**src/rau_pkg.sv**
```systemverilog
// Shared constants, types and helpers for the rational arithmetic unit.
// No dependencies; the multiplier, gcd, divider and top-level files refer to this package by scoped names.
package rau_pkg;

    // Bits of each input field that carry the operand
    localparam int OPW = 32;
    // Operand width after sign normalization (negating the most negative value grows a bit)
    localparam int NW  = OPW + 1;
    localparam int RW  = 64;

    typedef enum logic [2:0] {
        OP_ADD = 3'd0,
        OP_SUB = 3'd1,
        OP_MUL = 3'd2,
        OP_DIV = 3'd3,
        OP_CMP = 3'd4,
        OP_NEG = 3'd5,
        OP_REC = 3'd6
    } t_op;

    typedef enum logic [6:0] {
        S_IDLE = 7'b0000001,
        S_MUL  = 7'b0000010,
        S_FORM = 7'b0000100,
        S_GCD  = 7'b0001000,
        S_DIVN = 7'b0010000,
        S_DIVD = 7'b0100000,
        S_OUT  = 7'b1000000
    } t_state;

    // Take the low OPW bits of a field and sign-extend them to NW bits
    function automatic logic signed [NW-1:0] sext(input logic [31:0] v);
        logic signed [OPW-1:0] s;
        s = signed'(v[OPW-1:0]);
        return NW'(s);
    endfunction

endpackage

```
**src/rau_mul.sv**
```systemverilog
// Shared signed multiplier with a registered product.
// Depends on rau_pkg for the operand width.
module rau_mul (
    input  logic                            i_clk,
    input  logic signed [rau_pkg::NW-1:0]   i_a,
    input  logic signed [rau_pkg::NW-1:0]   i_b,
    output logic signed [2*rau_pkg::NW-1:0] o_p
);
    logic signed [2*rau_pkg::NW-1:0] r_p;

    // Register the product every cycle
    always_ff @(posedge i_clk) begin
        r_p <= i_a * i_b;
    end

    assign o_p = r_p;
endmodule

```
**config.mk**
```make
export PLATFORM = sky130hd
export DESIGN_NAME = rau_mul
export DESIGN_NICKNAME = d
export VERILOG_FILES = /design/src/rau_pkg.sv /design/src/rau_mul.sv
export SDC_FILE = /design/constraint.sdc
export NUM_CORES = 2
export LEC_CHECK = 0
export ABC_AREA = 0
export BUFFER_PORTS_ARGS = -buffer_cell sky130_fd_sc_hd__buf_2
export CAP_MARGIN = 25
export CORE_ASPECT_RATIO = 2
export CORE_MARGIN = 4
export CORE_UTILIZATION = 32
export DETAILED_ROUTE_END_ITERATION = 8
export GPL_TIMING_DRIVEN = 0
export PLACE_DENSITY = 0.55
export SLEW_MARGIN = 20
export SYNTH_ARGS = -nofsm -noshare
export SYNTH_HDL_FRONTEND = slang
export SYNTH_SLANG_ARGS = --single-unit
```
**constraint.sdc**
```tcl
create_clock -name i_clk -period 12.7 [get_ports i_clk]
set_input_delay 1.905 -clock i_clk [delete_from_list [all_inputs] [get_ports i_clk]]
set_output_delay 1.905 -clock i_clk [all_outputs]
set_load 0.005 [all_outputs]
```
* Word level (Yosys, flattened, before mapping)
Cells that the tools add are included. Widths: inputs -> output; s select.
Word-level totals: register bits 66, latch bits 0, memory bits (writable) 0, bits in read-only memories 0, input port bits 67, output and inout bits 66, word-level logic and storage cells 2, memories 0
Cells by class: add/sub/neg operators 0, multipliers 1, div/mod/pow operators 0, $lt $le $gt $ge 0, equal/unequal tests 0, shift operators 0, mux-type cells 0, bitwise logic cells 0, reduce and logical (&&, ||, !) cells 0
Operators with widths (number):
- $mul 33x33->66 | 1

* Longest topological paths before layout
depth after elaboration 1, gate-level depth with buffers 27

* Worst setup path after synthesis
No wires, ideal clock.
path kind in2reg, start in i_a[32] in the netlist's numbering, end reg r_p, in the netlist o_p[62], setup time 79 ps, data arrival time 9062 ps, required time 12621 ps, setup slack 3559 ps, stages on the path 23, cell sequence clkbuf_1 nand2_1 inv_1 fa_1 fa_1 fa_1 fa_1 fa_1 fa_1 fa_1 inv_1 fa_1 inv_1 ha_1 clkbuf_1 and3_1 nand3_1 nand2b_1 a2111oi_4 a211oi_4 a21o_2 a21o_1 a211oi_2
Between the ends: cells in the longest elaborated chain, start to end 1
Ends and longest elaborated chain:
- from (decl) | line rau_mul.sv:5 | input logic signed [rau_pkg::NW-1:0] i_a,
- $mul 33x33->66 | line rau_mul.sv:13 | r_p <= i_a * i_b;
- to (signal assigned) | line rau_mul.sv:13
- to (decl) | line rau_mul.sv:9 | logic signed [2*rau_pkg::NW-1:0] r_p;
Every way passes these cells.

* Worst setup path in the final report
start in i_b[32] in the netlist's numbering, end reg r_p, in the netlist o_p[64]
Between the ends: cells in the longest elaborated chain, start to end 1
Ends and longest elaborated chain:
- from (decl) | line rau_mul.sv:6 | input logic signed [rau_pkg::NW-1:0] i_b,
- $mul 33x33->66 | line rau_mul.sv:13
Every way passes these cells.

==> out/metrics.cfg <==
[run_status]
status = completed

[clock_network]
cts_tree = yes
path_clk_slew_ps = 70
cts.sinks = 66
cts_max_path_buffers = 2
postCtsSetupBuffers = 0
numCtsBuffers = 9
ctsHoldBuffers = 0
cts_root_buf = clkbuf_16
htree_levels = 3
post_cts_resize_count = 0

[routing]
ant_nets = 0
routed_wl_um = 196000
initialDrtViolationCount = 2151
drt_first_pass_iters = 7
drc = 0
wl_per_cell_um = 31.6
viasPerCell = 5.16
vias = 32000

[hold_path]
min_to = o_p[0]
min_path_type = input pin to register
hold_depth = 2
hp-start = i_a[0]

[worst_setup_path]
arrival_ps = 11170
crit_type = input pin to register
worst_setup_path_end_kind = register
max_stage_delay_ps = 930
start_kind = input pin
cp.required_ps = 12940
crit_top_cell = fa_1
cp_slowest_cell = fa_1
crit_fanout = 10

[global_routing]
grt_pass1_vias = 35500
grt_max_degree = 27
antenna_found_initial = 36
overflow = 0
grt.total_usage = 0.299
grt_pass1_wl_um = 269000

[sta]
rsz0062_at_grt = false
slew_violations = 0
worstMarginPinSlew_ps = 1190
setup_viol = 0
fin_tns_setup_ps = 0
period_minus_slack_ps = 10930
max_freq_mhz = 91.5
final.period_utilization = 0.860
hold_violations = 0
max_slew_margin = 0.205

[synth]
yosysMostFrequentCell = fa_1
synthAdderAreaFrac = 0.629
synth_top_family_by_area = adder cells
yosys.area.top_type = fa_1
synth.top_cells.by_area = fa_1 56%, inv_1 10%, and2_1 8.6%, ha_1 6.7%, nand2_1 5.1%
ys_seq_area_frac = 0.0324
ys_seq_elements = 66
synth_nets = 5767
syn_inst = 4338
synth.distinct_cells = 80
synthTopCellsByCount = 1,145 x fa_1, 1,131 x inv_1, 562 x and2_1
synth_area_mm2 = 0.0407
synth_warnings = 0
synth_ff_type = dfxtp_1
synth_mux_area_frac = 0
synth_top_area_share = 0.563
synth_xor_xnor_area_share = 0.0146
avgSynthCellArea_um2 = 9.39
synth_compound_area_frac = 0.0407
yosys.area_share.simple = 0.158
async_reset_ff_frac = 0
synth_edf_count = 0

[floorplan]
initial_utilization = 0.323
die_h_um = 513
io_pins = 133
die_x_um = 260
num_rows = 184
dieArea_mm2 = 0.133
core-area_mm2 = 0.126

[placement]
post-dp-hpwl_um = 162000
gp_congestion = 1.06
port_buffers = 132

[final_layout]
synthToLayoutAreaGrowth_pct = 8.24
largest_register_ffs = 66
drive_gt1_frac = 0.0515
fin_nets = 5926

[flow_run]
maxCapViolations = 0

==> cell usage in the layout, fill, tap and decap left out, types with 12 or more instances in the layout <==
cell type	n
o21ai_0	25
fa_1	1143
nand3_1	25
buf_2	143
nand2b_1	12
diode_2	30
a21oi_1	57
nor2_1	68
a21o_1	36
dfxtp_1	66
clkbuf_1	191
ha_1	217
buf_6	12
xor2_1	25
clkbuf_2	17
xnor2_1	43
nand2_1	551
and2_1	562
inv_1	1131
==> worst max path at each step <==
stage,from,to
3_5_place_dp,i_b[32],o_p[64]
6_report,i_b[32],o_p[64]
5_1_grt,i_b[32],o_p[64]
4_1_cts,i_b[32],o_p[64]
2_1_floorplan,i_a[32],o_p[62]
3_3_place_gp,i_b[32],o_p[64]
==> routing by layer <==
layer  part of all wire  up-vias  track usage
li1                   -    12700            -
met1               0.29    16800        0.276
met4               0.16       10        0.344
met3              0.061      851       0.0673
met2               0.49     1706        0.500
met5            0.00034        -            0
==> logic make-up (layout without fill, tap and decap cells) <==
| group | count (synthesis) | in the layout |
|---|---|---|
| AO/OA/AOI/OAI | 219 | 219 |
| XOR/XNOR | 68 | 68 |
| adder cells (fa/ha/maj) | 1362 | 1362 |
| buffers and inverters | 1352 | 1516 |
| flip-flops | 66 | 66 |
| other | 0 | 30 |
| AND/OR/NAND/NOR | 1271 | 1271 |
==> stage by stage <==
stage                     cells  hold slack, ps  instance area, µm²  setup WS [ps]  utilization
after floorplan            4338            2030               40700           3560            -
after global placement     6144            2250               43500           1300        0.345
after detailed placement   6152            2250               43600           1670        0.346
after CTS                  6168            1830               43900           2040        0.348
after global routing       6177            1850               44000           1370        0.349
final                      6206            1870               44100           1770        0.349
==> area by class of cell <==
class | instances | area (µm²)
inverter | 1131 | 4250
tap | 1674 | 2090
multi-input combinational | 2920 | 34300
timing repair buffer | 148 | 860
buffer | 221 | 872
fill | 13400 | 82100
clock inverter | 7 | 77.6
antenna | 30 | 75.1
sequential | 66 | 1320
clock buffer | 9 | 225
==> worst max-delay path, delay by kind of cell <==
family                   cells  cell delay [ps]
adder cells (fa/ha/maj)      9             4980
AND/OR/NAND/NOR              6             1490
buffers and inverters        7             1950
AO/OA/AOI/OAI                3              780
Power is not shown: default switching activity piles up to over one toggle a cycle in this logic, so the estimate is an artifact.
