===== src/rau_pkg.sv =====
// Shared constants, types and helpers for the rational arithmetic unit.
// No dependencies; the multiplier, gcd, divider and top-level files refer to this package by scoped names.
package rau_pkg;

    // Bits of each input field that carry the operand
    localparam int OPW = 32;
    // Operand width after sign normalization (negating the most negative value grows a bit)
    localparam int NW  = OPW + 1;
    localparam int RW  = 64;

    typedef enum logic [2:0] {
        OP_ADD = 3'd0,
        OP_SUB = 3'd1,
        OP_MUL = 3'd2,
        OP_DIV = 3'd3,
        OP_CMP = 3'd4,
        OP_NEG = 3'd5,
        OP_REC = 3'd6
    } t_op;

    typedef enum logic [6:0] {
        S_IDLE = 7'b0000001,
        S_MUL  = 7'b0000010,
        S_FORM = 7'b0000100,
        S_GCD  = 7'b0001000,
        S_DIVN = 7'b0010000,
        S_DIVD = 7'b0100000,
        S_OUT  = 7'b1000000
    } t_state;

    // Take the low OPW bits of a field and sign-extend them to NW bits
    function automatic logic signed [NW-1:0] sext(input logic [31:0] v);
        logic signed [OPW-1:0] s;
        s = signed'(v[OPW-1:0]);
        return NW'(s);
    endfunction

endpackage


===== src/rau_div.sv =====
// Restoring unsigned divider, one quotient bit per cycle.
// Depends on rau_pkg for the word width.
module rau_div (
    input  logic                   i_clk,
    input  logic                   i_rst_n,
    input  logic                   i_start,
    input  logic [rau_pkg::RW-1:0] i_dividend,
    input  logic [rau_pkg::RW-1:0] i_divisor,
    output logic                   o_done,
    output logic [rau_pkg::RW-1:0] o_quot
);
    logic                   r_busy, r_done;
    logic [5:0]             r_cnt;
    logic [rau_pkg::RW-1:0] r_rem, r_q, r_d;
    logic [rau_pkg::RW:0]   t_trial;
    logic                   t_fit;

    // Shift in the next dividend bit and try the subtract
    always_comb begin
        t_trial = {r_rem, r_q[rau_pkg::RW-1]};
        t_fit   = t_trial >= {1'b0, r_d};
    end

    always_ff @(posedge i_clk) begin
        if (!i_rst_n) begin
            r_busy <= 1'b0;
            r_done <= 1'b0;
            r_cnt  <= '0;
        end else begin
            r_done <= 1'b0;
            if (i_start) begin
                r_busy <= 1'b1;
                r_cnt  <= '0;
            end else if (r_busy) begin
                r_cnt <= r_cnt + 6'd1;
                if (r_cnt == 6'd63) begin
                    r_busy <= 1'b0;
                    r_done <= 1'b1;
                end
            end
        end
    end

    always_ff @(posedge i_clk) begin
        if (i_start) begin
            r_rem <= '0;
            r_q   <= i_dividend;
            r_d   <= i_divisor;
        end else if (r_busy) begin
            r_rem <= t_fit ? rau_pkg::RW'(t_trial - {1'b0, r_d}) : t_trial[rau_pkg::RW-1:0];
            r_q   <= {r_q[rau_pkg::RW-2:0], t_fit};
        end
    end

    assign o_done = r_done;
    assign o_quot = r_q;
endmodule


===== config.mk =====
export PLATFORM = sky130hd
export DESIGN_NAME = rau_div
export DESIGN_NICKNAME = d
export VERILOG_FILES = /design/src/rau_pkg.sv /design/src/rau_div.sv
export SDC_FILE = /design/constraint.sdc
export NUM_CORES = 1
export LEC_CHECK = 0
export ABC_AREA = 1
export ABC_CLOCK_PERIOD_IN_PS = 3700
export BUFFER_PORTS_ARGS = -buffer_cell sky130_fd_sc_hd__buf_2
export CAP_MARGIN = 15
export CORE_UTILIZATION = 35
export CTS_CLUSTER_SIZE = 8
export DETAILED_ROUTE_END_ITERATION = 7
export GPL_ROUTABILITY_DRIVEN = 1
export PLACE_DENSITY_LB_ADDON = 0.12
export SLEW_MARGIN = 20
export SYNTH_ARGS = -nofsm -noshare
export SYNTH_HDL_FRONTEND = slang
export SYNTH_SLANG_ARGS = --single-unit

===== constraint.sdc =====
create_clock -name i_clk -period 3.7 [get_ports i_clk]
set_input_delay 0.555 -clock i_clk [delete_from_list [all_inputs] [get_ports i_clk]]
set_output_delay 0.555 -clock i_clk [all_outputs]
set_load 0.02 [all_outputs]

# [After elaboration in Yosys (flattened, before gate mapping)]
# Index checks and enable logic that the tools add are counted.
[word_totals] output_inout_bits=65 regBits=200 elab_cells=22 input_bits=131
[classes] mux=7 add_sub_neg=2 n_lt_le_gt_ge=1 eq_ne=1 bitwise_logic=2 n_reduce_logical=3
[ops] operator="64-bit two-way mux" count=3
[ops] operator="65-bit by 64-bit greater-or-equal comparator with 1-bit output" count=1
[ops] operator="64-bit subtractor" count=1
[ops] operator="6-bit by 1-bit adder with 6-bit output (second input constant)" count=1
[ops] operator="6-bit equality test (second input constant)" count=1
[ops] operator="1-bit two-way mux" count=4
[ops] operator="3-bit OR reduction" count=1
[ops] operator="1-bit inverter" count=2
[ops] operator="2-bit nonzero test" count=1
[ops] operator="2-bit OR reduction" count=1

# [Logic depth before layout (Yosys ltp)]
# Gate-level depths: netlist of the first run.
[depth] depth_word=4 mapped_depth=19 mapped_depth_nobuf=18

# [Worst setup path before layout of the first run]
# OpenSTA, ideal clock, no wires.
[synth_path] path_type="input to register" from="input i_start" to="register r_q, in the netlist o_quot[0], enable pin" cell_stages=4 required_ns=3.246 arrival_ns=2.909 path_buffers=2 slack_ns=0.337 cell_sequence="nor2_1 inv_1 clkbuf_1 clkbuf_1"
[synth_between] elab_chain_len=1
[synth_rtl] item="start, declared" line="rau_div.sv:6" source="input logic i_start,"
[synth_rtl] item="2-bit nonzero test (no line)"
[synth_rtl] item="end signal, assigned" line="rau_div.sv:47" source="r_q <= i_dividend;"
[synth_rtl] item="end signal, assigned" line="rau_div.sv:51" source="r_q <= {r_q[rau_pkg::RW-2:0], t_fit};"
[synth_rtl] item="end, declared" line="rau_div.sv:14" source="logic [rau_pkg::RW-1:0] r_rem, r_q, r_d;"
# Every way passes these cells.
# A chain may end at the register's enable or synchronous reset.

# [Worst setup path after layout of the first run]
[layout_path] from="register r_d[38] (netlist bit)" to="register r_rem[18] (netlist bit)"
[layout_between] elab_chain_len=2
[layout_rtl] item="start, declared" line="rau_div.sv:14"
[layout_rtl] item="start signal, assigned" line="rau_div.sv:48" source="r_d <= i_divisor;"
[layout_rtl] item="65-bit by 64-bit greater-or-equal comparator with 1-bit output" line="rau_div.sv:21" source="t_fit = t_trial >= {1'b0, r_d};"
[layout_rtl] item="64-bit two-way mux" line="rau_div.sv:50" source="r_rem <= t_fit ? rau_pkg::RW'(t_trial - {1'b0, r_d}) : t_trial[rau_pkg::RW-1:0];"
[layout_rtl] item="end signal, assigned" line="rau_div.sv:50"
[layout_rtl] item="end, declared" line="rau_div.sv:14"
# Every way passes these cells.

==> impl_metrics.csv, run 1 <==
group,metric,value,unit
sta,fmax,318,MHz
flow_run,max-cap-violations,0,
drt,num_vias,13300,
sta,setup_viol,0,
drt,drtIter0Drc,753,
min_path,hold_path.class,"in -> reg",
synth,synthCells,2176,
drt,drc,0,
global_routing,grt_usage,22.6,%
clock_tree,cts-resized-gates,0,
place,io_buffers,195,
die,die_w,204,um
synth,synth_area,0.0143,mm^2
synth,synth_top_area_share,26.8,%
global_routing,antenna_found_initial,2,
drt,drtAntennaViolNets,0,
pwr,p_per_area,320,mW/mm^2
synth,ys_ff_latch,200,
clock_tree,cts_root_buffer,"clkbuf_16",
critical_path,crit_path_end_kind,"flip-flop",
sta,hold_viol_final,0,
finish,layout-drive-gt1-share,12.3,%
sta,rsz0062_at_grt,"no",
synth,yosysWarnings,0,
critical_path,crit_type,"reg -> reg",
place,hpwl,36100,um
critical_path,worst-path-max-fanout,21,
sta,slew_headroom,46.6,%
global_routing,grt_pass1_wl,71700,um
finish,stdcell_count,2892,
clock_tree,clock_sinks,200,
drt,first_pass_iters,5,
clock_tree,cts.path.max_buffers,2,
critical_path,critPathRequiredTime,4110,ps
synth,yosysTopAreaCell,"edfxtp_1",
global_routing,grt_max_degree,79,
die,core,0.0400,mm^2
synth,synthTopCellsByArea,"edfxtp_1 (27%), nand2_1 (24%), inv_1 (12%), dfxtp_1 (10%), ha_1 (5.7%)",
synth,yosysUniqueCellTypes,40,
critical_path,worstPathArrival,3560,ps
critical_path,cp-start-kind,"flip-flop",
drt,wl_per_cell,15.7,um
global_routing,grt_overflow,0,
finish,area_growth_syn_to_layout,14.4,%
sta,tightest_slew,801,ps
synth,syn_avg_cell_area,6.58,um^2
place,gp_congestion,0.951,
finish,nNetsFinal,2551,
outcome,status,"completed",
pwr,power.static_leakage,9.07,nW
clock_tree,cts-hold-fix-buffers,0,
sta,period_share,85.1,%
clock_tree,clk_pin_slew,100,ps
clock_tree,cts_tree,"done",
sta,setup_tns,0,ps
clock_tree,clkLatencyLatePin,510,ps
synth,syn-num-nets,2373,
sta,finalCriticalPeriod,3150,ps
place,place_inst,2860,
drt,routed_wirelength,45400,um
critical_path,rr_worst_depth,16,
die,die_h,204,um
drt,vias_per_cell,4.60,
die,io_pins,196,
sta,clock_skew,29.4,ps
synth,yosysSeqAreaShare,36.9,%
die,rows,73,
die,initial_core_util,35.8,%
die,floorplan.die_area,0.0417,mm^2
clock_tree,cts_setup_buffers,0,
clock_tree,h-tree-depth,4,
pwr,peakVddDrop,0.329,mV
global_routing,grt_pass1_vias,13200,
finish,diodes,0,
clock_tree,cts_buffers,17,
min_path,whs_path_depth,1,
sta,slew_viol_final,0,
## path summary, 6_finish.rpt
kind | start | endpoint | slack, ps
setup / recovery | r_d[38]$_DFFE_PP_ | r_rem[18]$_SDFFE_PP0P_ | 550
hold / removal | i_divisor[43] | r_d[43]$_DFFE_PP_ | 220
setup reg to reg | r_d[38]$_DFFE_PP_ | r_rem[18]$_SDFFE_PP0P_ | 550
hold reg to reg | r_rem[34]$_SDFFE_PP0P_ | r_rem[34]$_SDFFE_PP0P_ | 470
## cells in the final DEF, fill, tap and decap left out, types with 5 or more instances in the layout
cell | netlist | layout
nand2_1 | 912 | 912
inv_1 | 441 | 439
buf_2 | 9 | 194
nand3_1 | 141 | 141
edfxtp_1 | 128 | 128
nor2_1 | 96 | 94
dfxtp_1 | 72 | 72
ha_1 | 65 | 65
a21oi_1 | 52 | 52
nand3b_1 | 35 | 35
xnor2_1 | 28 | 28
o21ai_0 | 22 | 22
nor3_1 | 21 | 21
o21ai_1 | 20 | 20
clkbuf_16 | 0 | 17
nand2_2 | 16 | 16
nand4_1 | 16 | 16
nor2_2 | 14 | 15
nand3_2 | 9 | 9
o21bai_1 | 9 | 9
buf_4 | 2 | 8
clkinv_4 | 0 | 6
nor2_4 | 4 | 5
## cells in the mapped netlist, drive strengths merged
cell    count
nand2     930
or2         1
xor2        3
buf        30
nand3     150
and2        3
o211ai      1
clkinv      1
o21a        1
and3        1
edfxtp    128
nand3b     35
o21bai     10
ha         65
nand4      16
xnor2      28
fa          1
a31oi       3
inv       444
a21oi      54
a21o        3
dfxtp      72
nor4        1
nor3       21
nor3b       1
clkbuf     17
nor2      114
o21ai      42
## final cells by class
cell class	count	area [um^2]
Fill cell	4385	23600
Multi-Input combinational cell	1484	7090
Sequential cell	200	5290
Inverter	445	1670
Timing Repair Buffer	206	1110
Tap cell	525	657
Clock buffer	19	433
Clock inverter	13	136
## power by group
group | total (W) | leakage (nW) | switching (W) | internal [W]
clock network | 0.00190 | 0.278 | 0.00100 | 0.000894
logic | 0.000749 | 6.93 | 0.000501 | 0.000248
registers | 0.00259 | 1.86 | 0.0000611 | 0.00253
## logic make-up after synthesis
logic type / synth area share, %
AO/OA/AOI/OAI: 4.40
XOR/XNOR: 1.90
adder cells (fa/ha/maj): 5.82
buffers and inverters: 13.7
flip-flops: 36.9
AND/OR/NAND/NOR: 37.3
## layer usage
metal	track usage, %	wire length (um)	vias to the layer above
li1	-	-	7016
met1	30.2	21700	5912
met2	35.6	19900	322
met3	5.02	2700	56
met4	8.05	1090	2
met5	0	8	-
## stage by stage
stage | hold WS [ps] | worst slack [ps] | instance area [um^2] | total power (W) | util (%)
5_1_grt | 197 | 242 | 16400 | 0.00548 | 41.0
4_1_cts | 193 | 513 | 16400 | 0.00533 | 41.0
6_report | 220 | 552 | 16400 | 0.00524 | 41.0
3_5_place_dp | 460 | 536 | 15800 | 0.00340 | 39.5
2_1_floorplan | 444 | 337 | 14300 | 0.00310 | -
3_3_place_gp | 458 | 535 | 15800 | 0.00340 | 39.5
## flip-flops by register name, summed over array words and instances (netlist names)
signal and flops:
o_quot 64, r_d 64, r_rem 64, r_cnt 6
o_done 1, r_busy 1
## critical path, stage by stage, from the launching register on
cell and delay [ps]:
edfxtp_1 370, inv_1 70, ha_1 280, nand2_1 90, nand2_1 110, a21oi_2 280, nand2_1 140, nand2_1 70
nand2_1 70, nand2_1 70, nand2_1 70, nor2_4 560, nand2_4 320, buf_4 300, nand2_1 70, nand3_1 60
o21ai_1 110
(Power assumes the default switching activity.)
==> run 2: changes to the inputs <==
--- a/config.mk
+++ b/config.mk
@@ -8,7 +8,7 @@
 export ABC_AREA = 1
 export ABC_CLOCK_PERIOD_IN_PS = 3700
 export BUFFER_PORTS_ARGS = -buffer_cell sky130_fd_sc_hd__buf_2
-export CAP_MARGIN = 15
+export CAP_MARGIN = 10
 export CORE_UTILIZATION = 35
 export CTS_CLUSTER_SIZE = 8
 export DETAILED_ROUTE_END_ITERATION = 7
==> constraint.sdc (replaced) <==
create_clock -name i_clk -period 3.7 [get_ports i_clk]
set_input_delay 0.185 -clock i_clk [delete_from_list [all_inputs] [get_ports i_clk]]
set_output_delay 0.185 -clock i_clk [all_outputs]
set_load 0.02 [all_outputs]
==> run 2 against run 1 <==
Register-to-register slack improved by 130 ps. Clock skew fell by 6.2 ps. Worst setup slack improved by 130 ps. Core utilization rose by 3.2 points. Clock power barely moved. Critical path type unchanged.
==> impl_metrics.csv, run 2 (synthesized netlist as in run 1, its figures left out) <==
group,metric,value,unit
pwr,p_per_area,304,mW/mm^2
critical_path,r2r_slack,690,ps
drt,met3_length,2770,um
global_routing,antenna_found_initial,1,
pwr,power.static_leakage,9.60,nW
clock_tree,cts_setup_buffers,0,
place,place_ws,688,ps
finish,final_cell_mix,"nand2_1 (912), inv_1 (439), buf_2 (194), nand3_1 (141), edfxtp_1 (128)",
critical_path,worst-path-max-fanout,47,
global_routing,grt_usage,23.1,%
clock_tree,cts_buffers,17,
sta,rsz0062_at_grt,"no",
place,place_area,0.0158,mm^2
critical_path,crit_path_end_kind,"flip-flop",
critical_path,worstPathArrival,3370,ps
drt,met1_length,21700,um
finish,final_cell_area,0.0176,mm^2
finish,fin_util,44.1,%
sta,hold_viol_final,0,
global_routing,grt_overflow,0,
sta,setup_viol,0,
finish,layout-drive-gt1-share,11.7,%
pwr,peakVddDrop,0.389,mV
critical_path,crit_chain,"inv_1, ha_1, nand2_1, nand2_1, a21oi_2, nand2_1, nand2_1, nand2_1, nand2_1, nand2_1, nor2_4, buf_12, nand3_1, nand3_1, o21ai_1",
finish,diodes,0,
die,io_pins,196,
clock_tree,cts.path.max_buffers,2,
finish,nNetsFinal,2677,
finish,stdcell_count,3018,
sta,fmax,332,MHz
die,die_w,204,um
critical_path,cpMostUsedCell,"nand2_1",
global_routing,grt_pass1_vias,13700,
sta,clock_skew,23.2,ps
critical_path,slowest_delay,550,ps
global_routing,grt_pass1_wl,73800,um
sta,slew_headroom,40.9,%
critical_path,slowest_stage,"nor2_4",
critical_path,r2r_start,"r_d[40]$_DFFE_PP_",
sta,setup_tns,0,ps
drt,drtAntennaViolNets,0,
critical_path,critPathBufInv,2,
drt,route.top_layer_used,"met5",
place,io_buffers,195,
die,initial_core_util,35.8,%
clock_tree,cts_root_buffer,"clkbuf_16",
global_routing,grt_max_degree,70,
drt,drc,0,
outcome,status,"completed",
critical_path,path_delay_family,"simple AND/OR/NAND/NOR gates",
place,place_inst,2859,
min_path,whs_path_depth,3,
sta,period_share,81.5,%
drt,routed_wirelength,46500,um
drt,num_vias,13900,
drt,vias_per_cell,4.60,
min_path,hold_path.class,"in -> reg",
clock_tree,cts-resized-gates,0,
sta,slew_viol_final,0,
finish,area_growth_syn_to_layout,23.2,%
critical_path,cp-start-kind,"flip-flop",
clock_tree,cts_tree,"done",
sta,finalCriticalPeriod,3010,ps
clock_tree,h-tree-depth,4,
die,core,0.0400,mm^2
sta,tightest_slew,884,ps
min_path,worstHoldStart,"i_dividend[58]",
clock_tree,cts-hold-fix-buffers,127,
drt,first_pass_iters,5,
drt,wl_per_cell,15.4,um
clock_tree,clk_pin_slew,80,ps
clock_tree,clkLatencyLatePin,490,ps
critical_path,rr_worst_depth,15,
die,die_h,204,um
finish,layout_commonest_cell,"nand2_1",
die,rows,73,
min_path,min_to,"o_quot[58]$_DFFE_PP_",
critical_path,crit_type,"reg -> reg",
critical_path,r2r-end,"r_rem[22]$_SDFFE_PP0P_",
clock_tree,clock_sinks,200,
drt,drtIter0Drc,817,
sta,setup_ws,685,ps
drt,met2WireLength,20700,um
critical_path,critPathRequiredTime,4050,ps
place,gp_congestion,0.958,
flow_run,max-cap-violations,0,
die,floorplan.die_area,0.0417,mm^2
place,hpwl,36400,um
run 2: area by class of cell:
cell class	instances	area [um^2]
fill	4266	22400
multi-input combinational	1484	7090
sequential	200	5290
timing repair buffer	332	2360
inverter	445	1670
tap	525	657
clock buffer	20	447
clock inverter	12	133
run 2: metrics by stage:
stage          hold WS [ps]  power (W)
5_1_grt                37.7    0.00562
6_report               85.1    0.00537
3_3_place_gp            362    0.00340
4_1_cts                16.1    0.00544
2_1_floorplan           284    0.00310
3_5_place_dp            363    0.00340
run 2: worst max path at each step:
stage,depth (start not counted),endpoint,slack [ps],startpoint
after global placement,15,r_rem[15]$_SDFFE_PP0P_,730,r_d[40]$_DFFE_PP_
after CTS,15,r_rem[16]$_SDFFE_PP0P_,700,r_d[40]$_DFFE_PP_
after global routing,15,r_rem[13]$_SDFFE_PP0P_,430,r_d[40]$_DFFE_PP_
final,15,r_rem[22]$_SDFFE_PP0P_,690,r_d[40]$_DFFE_PP_
after floorplan,4,o_quot[0]$_DFFE_PP_,470,r_busy$_SDFF_PN0_
after detailed placement,15,r_rem[10]$_SDFFE_PP0P_,690,r_d[40]$_DFFE_PP_
run 2: where the power goes:
part           switching, W  leakage, nW  internal, W  total (W)
Combinational      0.000524         7.45     0.000334   0.000858
Clock              0.000999        0.283     0.000919    0.00192
Sequential        0.0000601         1.86      0.00253    0.00259
run 2: metal layers:
layer,global-route usage (%),vias up
met5,0,-
met4,8.00,2
met3,5.71,62
met2,36.8,351
met1,30.2,6213
li1,-,7261
run 2: worst register-to-register path, cell delays in order (launching register included):
cell	delay, ps
edfxtp_1	330
inv_1	40
ha_1	340
nand2_1	100
nand2_1	120
a21oi_2	260
nand2_1	180
nand2_1	100
nand2_1	70
nand2_1	70
nand2_1	70
nor2_4	550
buf_12	320
nand3_1	160
nand3_1	120
o21ai_1	70
